<file path="src/hdl/assert_macros.svh">
// Assertion helpers shared by the RTL.
`ifndef ASSERT_MACROS_SVH
`define ASSERT_MACROS_SVH

// Check a property on every rising clock edge outside reset.
`define HWS_ASSERT(label, prop, msg) \
   label: assert property (@(posedge clock) disable iff (reset) (prop)) else $error(msg);

// Check that a trigger in one cycle implies a condition in the next.
`define HWS_ASSERT_NEXT(label, trig, cond, msg) \
   label: assert property (@(posedge clock) disable iff (reset) (trig) |=> (cond)) \
      else $error(msg);

`endif

</file>
<file path="src/hdl/hws_pkg.sv">
`default_nettype none

package hws_pkg;

   localparam int NUM_BUCKETS = 24;
   localparam int IDX_W       = $clog2(NUM_BUCKETS);
   // room for ring position plus a 5 bit age without overflow
   localparam int SUM_W       = ((IDX_W > 5) ? IDX_W : 5) + 2;

   typedef enum logic [1:0] {
      CMD_RECORD = 2'd0,
      CMD_TICK   = 2'd1,
      CMD_READ   = 2'd2
   } cmd_type;

   typedef struct packed {
      logic [31:0] query_count;
      logic [31:0] block_count;
      logic [63:0] resp_sum;
      logic [63:0] proc_sum;
   } bucket_type;

   typedef struct packed {
      logic             en;
      logic [IDX_W-1:0] addr;
      bucket_type       data;
   } ram_wr_type;

   typedef struct packed {
      logic             en;
      logic [IDX_W-1:0] addr;
   } ram_rd_type;

endpackage

`default_nettype wire

</file>
<file path="src/hdl/hws_bucket_ram.sv">
`default_nettype none

module hws_bucket_ram
   import hws_pkg::*;
(
   input  wire logic       clock,
   input  wire logic       reset,
   input  wire ram_wr_type wr,
   input  wire ram_rd_type rd,
   output      bucket_type rd_data
);

   bucket_type             mem [NUM_BUCKETS];
   logic [NUM_BUCKETS-1:0] valid_ff;
   logic [NUM_BUCKETS-1:0] valid_in;
   bucket_type             rd_data_ff;

   always_comb begin
      valid_in = valid_ff;
      if (wr.en) begin
         valid_in[wr.addr] = 1'b1;
      end
   end

   always_ff @(posedge clock) begin
      if (reset) begin
         valid_ff <= '0;
      end else begin
         valid_ff <= valid_in;
      end
   end

   always_ff @(posedge clock) begin
      if (wr.en) begin
         mem[wr.addr] <= wr.data;
      end
   end

   // entries never written since reset read as an empty bucket
   always_ff @(posedge clock) begin
      if (rd.en) begin
         rd_data_ff <= valid_ff[rd.addr] ? mem[rd.addr] : '0;
      end
   end

   assign rd_data = rd_data_ff;

endmodule

`default_nettype wire

</file>
<file path="config.mk">
export PLATFORM = sky130hd
export DESIGN_NAME = hws_bucket_ram
export DESIGN_NICKNAME = d
export VERILOG_FILES = /design/src/hdl/assert_macros.svh /design/src/hdl/hws_pkg.sv /design/src/hdl/hws_bucket_ram.sv
export SDC_FILE = /design/constraint.sdc
export NUM_CORES = 2
export LEC_CHECK = 0
export BUFFER_PORTS_ARGS = -buffer_cell sky130_fd_sc_hd__buf_2
export CORE_MARGIN = 2
export CORE_UTILIZATION = 50
export CTS_CLUSTER_DIAMETER = 120
export DETAILED_ROUTE_END_ITERATION = 16
export PLACE_DENSITY = 0.68
export SETUP_SLACK_MARGIN = 0.4
export SYNTH_ARGS = -nofsm -noshare
export SYNTH_HDL_FRONTEND = slang
export SYNTH_MEMORY_MAX_BITS = 65536
export SYNTH_SLANG_ARGS = --single-unit
</file>
<file path="constraint.sdc">
create_clock -name clock -period 9.6 [get_ports clock]
set_clock_uncertainty 0.05 [all_clocks]
set_input_delay 0.48 -clock clock [delete_from_list [all_inputs] [get_ports clock]]
set_output_delay 0.48 -clock clock [all_outputs]
set_load 0.1 [all_outputs]
</file>
Word level (Yosys, flattened, before mapping)
Memory sizes are Yosys's and may differ from the RTL's. A register that Yosys moved wholly into a read port is not among the register bits.
Cells that the tools add are included.
{"block": "totals", "register_bits": 24, "ram_bits": 4608, "input_bits": 206, "word_cells": 14, "n_memories": 1}
{"block": "op_classes", "order_cmp": 3, "muxes": 6, "bitwise": 1, "reduce_logical": 2}
{"memory": "mem", "depth": 24, "width": 192, "read_ports": 1, "rd_clocked_by_memory_dff": 1, "write_ports": 1, "line_no": "hws_bucket_ram.sv:13", "source": "bucket_type mem [NUM_BUCKETS];"}
{"op": "$or 24x24->24", "count": 1}
{"op": "$lt 5x6->1 const B", "count": 2}
{"op": "$bmux 1 s5", "count": 1}
{"op": "$demux 1 s5", "count": 1}
{"op": "$ge 5x1->1 const B", "count": 1}
{"op": "$mux 1", "count": 4}
{"op": "$logic_and 1x1->1", "count": 1}
{"op": "$logic_not 1->1", "count": 1}

Logic depth before layout (Yosys ltp)
{"block": "logic_depth", "depth_word": 5, "depth_mapped": 10}

Worst setup path before layout
No wires, ideal clock.
{"block": "synth_path", "kind": "input-to-reg", "from": "in wr[192] (netlist bit)", "to": "mem mem[12][0] (netlist bit), enable pin", "setup_time_ps": 749, "arrival_time_ps": 9106, "slack_ps": -306, "stages": 3, "cell_sequence": "or3b_2 -> clkbuf_1 -> nor2_1"}
{"element": "start: declaration", "line_no": "hws_bucket_ram.sv:8", "source": "input wire ram_wr_type wr,"}
{"element": "end: declaration", "line_no": "hws_bucket_ram.sv:13"}
No word-level cell before the write port.

Worst setup path in the final report
{"block": "layout_path", "from": "in rd[2] (netlist bit)", "to": "reg rd_data[140] (netlist name)"}
{"block": "layout_between", "elab_chain_len": 3}
{"element": "start: declaration", "line_no": "hws_bucket_ram.sv:9", "source": "input wire ram_rd_type rd,"}
{"element": "$bmux 1 s5", "line_no": "hws_bucket_ram.sv:42", "source": "rd_data_ff <= valid_ff[rd.addr] ? mem[rd.addr] : '0;"}
{"element": "$mux 1 (not written as such)", "line_no": "hws_bucket_ram.sv:42"}
{"element": "$logic_not 1->1 (no source line)"}
Several ways; a longest one is shown, not always the timed one. The select of a mux whose other input is x is not followed.
A chain may end at the register's enable or synchronous reset.

==> flow_metrics.tcl <==
set metrics [dict create \
    synth_largest_area_cell "edfxtp_1" \
    yosys_warnings 0 \
    setup_viol 0 \
    ys_seq_area_share_pct 78.9 \
    drc 0 \
    power.density_mw_per_mm2 211 \
    htree_levels 5 \
    tightest_slew_ps 1420 \
    finalMaxSlewViolations 0 \
    synthArstFlopShare_pct 0 \
    clock_latency_ps 990 \
    ys_top_cells_by_area "edfxtp_1 79%, mux4_2 8.5%, mux2i_1 5.4%, mux2_2 1.5%, a22oi_1 1.3%" \
    min_path_type "input port to flop" \
    critPathMostFrequentCell "buf_4" \
    synthesis.nets 9000 \
    netlist_instances 8794 \
    clockBufferDepth 4 \
    syn-mean-instance-area_um2 20.9 \
    drive_above_1_share_pct 22.1 \
    cp.depth 9 \
    grt_start_max_net_pins 126 \
    portBuffers 397 \
    syn2layout_area_growth_pct 13.3 \
    crit_buf_inv 4 \
    routed_wl_um 475000 \
    crit_path_max_fanout 93 \
    fin_area_mm2 0.208 \
    num_io_pins 398 \
    vias_per_cell 6.26 \
    cp.required_ps 10210 \
    drtAntennaViolNets 0 \
    timing.hold.ws_ps 110 \
    rows 222 \
    drt-pass1-iter-count 8 \
    post_drt_wl_per_cell_um 32.1 \
    dp_hpwl_um 225000 \
    dieArea_mm2 0.372 \
    core_area_mm2 0.365 \
    cts_tree "yes" \
    yosys-top-cells-count "4,800 x edfxtp_1, 991 x mux2i_1, 696 x mux4_2" \
    worstSetupStartpoint "rd[2]" \
    r2r-end "rd_data[140]$_SDFFCE_PN0P_" \
    fin_crit_ps 4160 \
    synth-seq-cells 4824 \
    timing.slew.headroom_pct 5.47 \
    cts.clk_slew.worst_paths_ps 60 \
    grt_overflow 0 \
    die_h_um 610 \
    fin_crit_sh_pct 43.3 \
    critPathCaptureType "flop" \
    synth_most_common_cell "edfxtp_1" \
    critPathTopFamily "buffers and inverters" \
    slowest_stage "buf_4" \
    die_w_um 610 \
    synth_top_area_share_pct 78.6 \
    cp_slowest_stage_delay_ps 830 \
    yosysUniqueCellTypes 25 \
    antenna_found_initial 82 \
    timing.rr.start "valid_ff[11]$_SDFFE_PP0P_" \
    grt_use_total_pct 25.2 \
    rrSetupSlack_ps 5940 \
    final_util_pct 56.9 \
    first_global_vias 92700 \
    path_cells "buf_8, nor2b_4, buf_4, a221oi_1, o21ai_1, a221o_4, buf_12, buf_4, a31oi_1" \
    layout.nets 9739 \
    multi_input_area_mm2 0.0367 \
    status "finished, final reports clean" \
    leakagePower_nw 68.1 \
    cts_resized 0 \
    cts_sinks 4824 \
    grt_setup_unrepaired "no" \
    place_area_mm2 0.191 \
    crit_type "input port to flop" \
    final_hold_viol_count 0 \
    drtIter0Drc 11500 \
    initial_core_util_pct 50.2 \
    worst-r2r-cell-count 6 \
    synth_edf_count 4800 \
    worstSetupEndpoint "rd_data[140]$_SDFFCE_PN0P_" \
    netlist_area_mm2 0.183 \
    gp_congestion 0.755 \
    vias 92500 \
    regArea_mm2 0.145 \
    cp-start-kind "input port" \
    numCtsBuffers 462 \
    fillCellCount 26300 \
    ys.flop_type "edfxtp_1" \
    cp.arrival_ps 4770 \
    drv_cap 0 \
    grt_first_pass_wirelength_um 673000 \
    ir_worst_vdd_uv 168 \
    fmax_ghz 0.240 \
    clockRootBuffer "clkbuf_16" \
]
[registers in the layout, summed over array words and instances (netlist names)]
register,cells
rd_data,192
mem,4608
valid_ff,24
[how the worst min path moves through the flow]
stage	from	end	depth (start not counted)
floorplan	valid_ff[10]$_SDFFE_PP0P_	valid_ff[10]$_SDFFE_PP0P_	2
global placement	valid_ff[8]$_SDFFE_PP0P_	valid_ff[8]$_SDFFE_PP0P_	2
detailed placement	valid_ff[17]$_SDFFE_PP0P_	valid_ff[17]$_SDFFE_PP0P_	2
CTS	rd[4]	rd_data[48]$_SDFFCE_PN0P_	3
global route	rd[4]	rd_data[106]$_SDFFCE_PN0P_	3
finish	rd[4]	rd_data[106]$_SDFFCE_PN0P_	3
[cell type report]
class / count / share of cell area (%)
timing repair buffer: 765 / 2.78
sequential: 4824 / 69.6
antenna: 38 / 0.0458
tap: 4816 / 2.90
clock inverter: 269 / 1.19
multi-input combinational: 3480 / 17.6
clock buffer: 579 / 5.85
[metal layers]
| metal | track usage, % | wire, µm | part of all wire (%) | up-vias |
|---|---|---|---|---|
| li1 | - | - | - | 37700 |
| met1 | 35.2 | 187000 | 39 | 49300 |
| met2 | 41.6 | 233000 | 49 | 4667 |
| met3 | 3.82 | 40700 | 8.6 | 778 |
| met4 | 7.23 | 14000 | 3.0 | 36 |
| met5 | 0 | 234 | 0.049 | - |
[power breakdown]
part | total (mW) | switching (mW) | leakage, nW | internal, mW
Combinational | 2.53 | 1.74 | 17.2 | 0.792
Clock | 17.7 | 7.70 | 7.14 | 9.96
Sequential | 23.6 | 0.116 | 43.7 | 23.5
[logic make-up (layout without fill, tap and decap cells)]
family / count (synthesis) / after routing / synth area share [%]
DFF: 4824 / 4824 / 78.9
muxes: 1931 / 1931 / 15.5
and+or+nand+nor: 825 / 825 / 1.86
AOI/OAI and AO/OA: 724 / 724 / 2.54
buffers and inverters: 490 / 1613 / 1.29
other: 0 / 38 / 0
[worst register-to-register path: cells and delay by family (launching register included)]
kind	cells	cell delay, ps
DFF	1	310
AOI/OAI and AO/OA	3	950
buffers and inverters	2	1570
muxes	1	460
[cell usage in the layout, fill, tap and decap left out, drive strengths merged, types with 24 or more instances in the layout]
cell type,instances
a21oi,214
clkinv,204
a31oi,192
buf,571
diode,38
a22oi,315
nand3,199
clkbuf,579
dfxtp,24
mux4,696
mux2,244
mux2i,991
nor2,216
bufinv,37
dlygate4sd3,194
nand2,392
edfxtp,4800
[timing repair]
action                    4_1_cts  5_1_grt
hold buffers                  194        0
hold endpoints to repair     4664        0
setup buffers                   0        0
[stage by stage]
step / worst slack [ps] / total power [mW] / instances / TNS (ps)
global placement: 4530 / 26.4 / 13700 / 0
detailed placement: 4450 / 26.5 / 13700 / 0
floorplan: -306 / 25.6 / 8794 / -623750
global route: 5330 / 45.0 / 14700 / 0
CTS: 5470 / 44.0 / 14700 / 0
finish: 5440 / 43.8 / 14800 / 0
No activity file was read; power rests on OpenSTA's default activity.
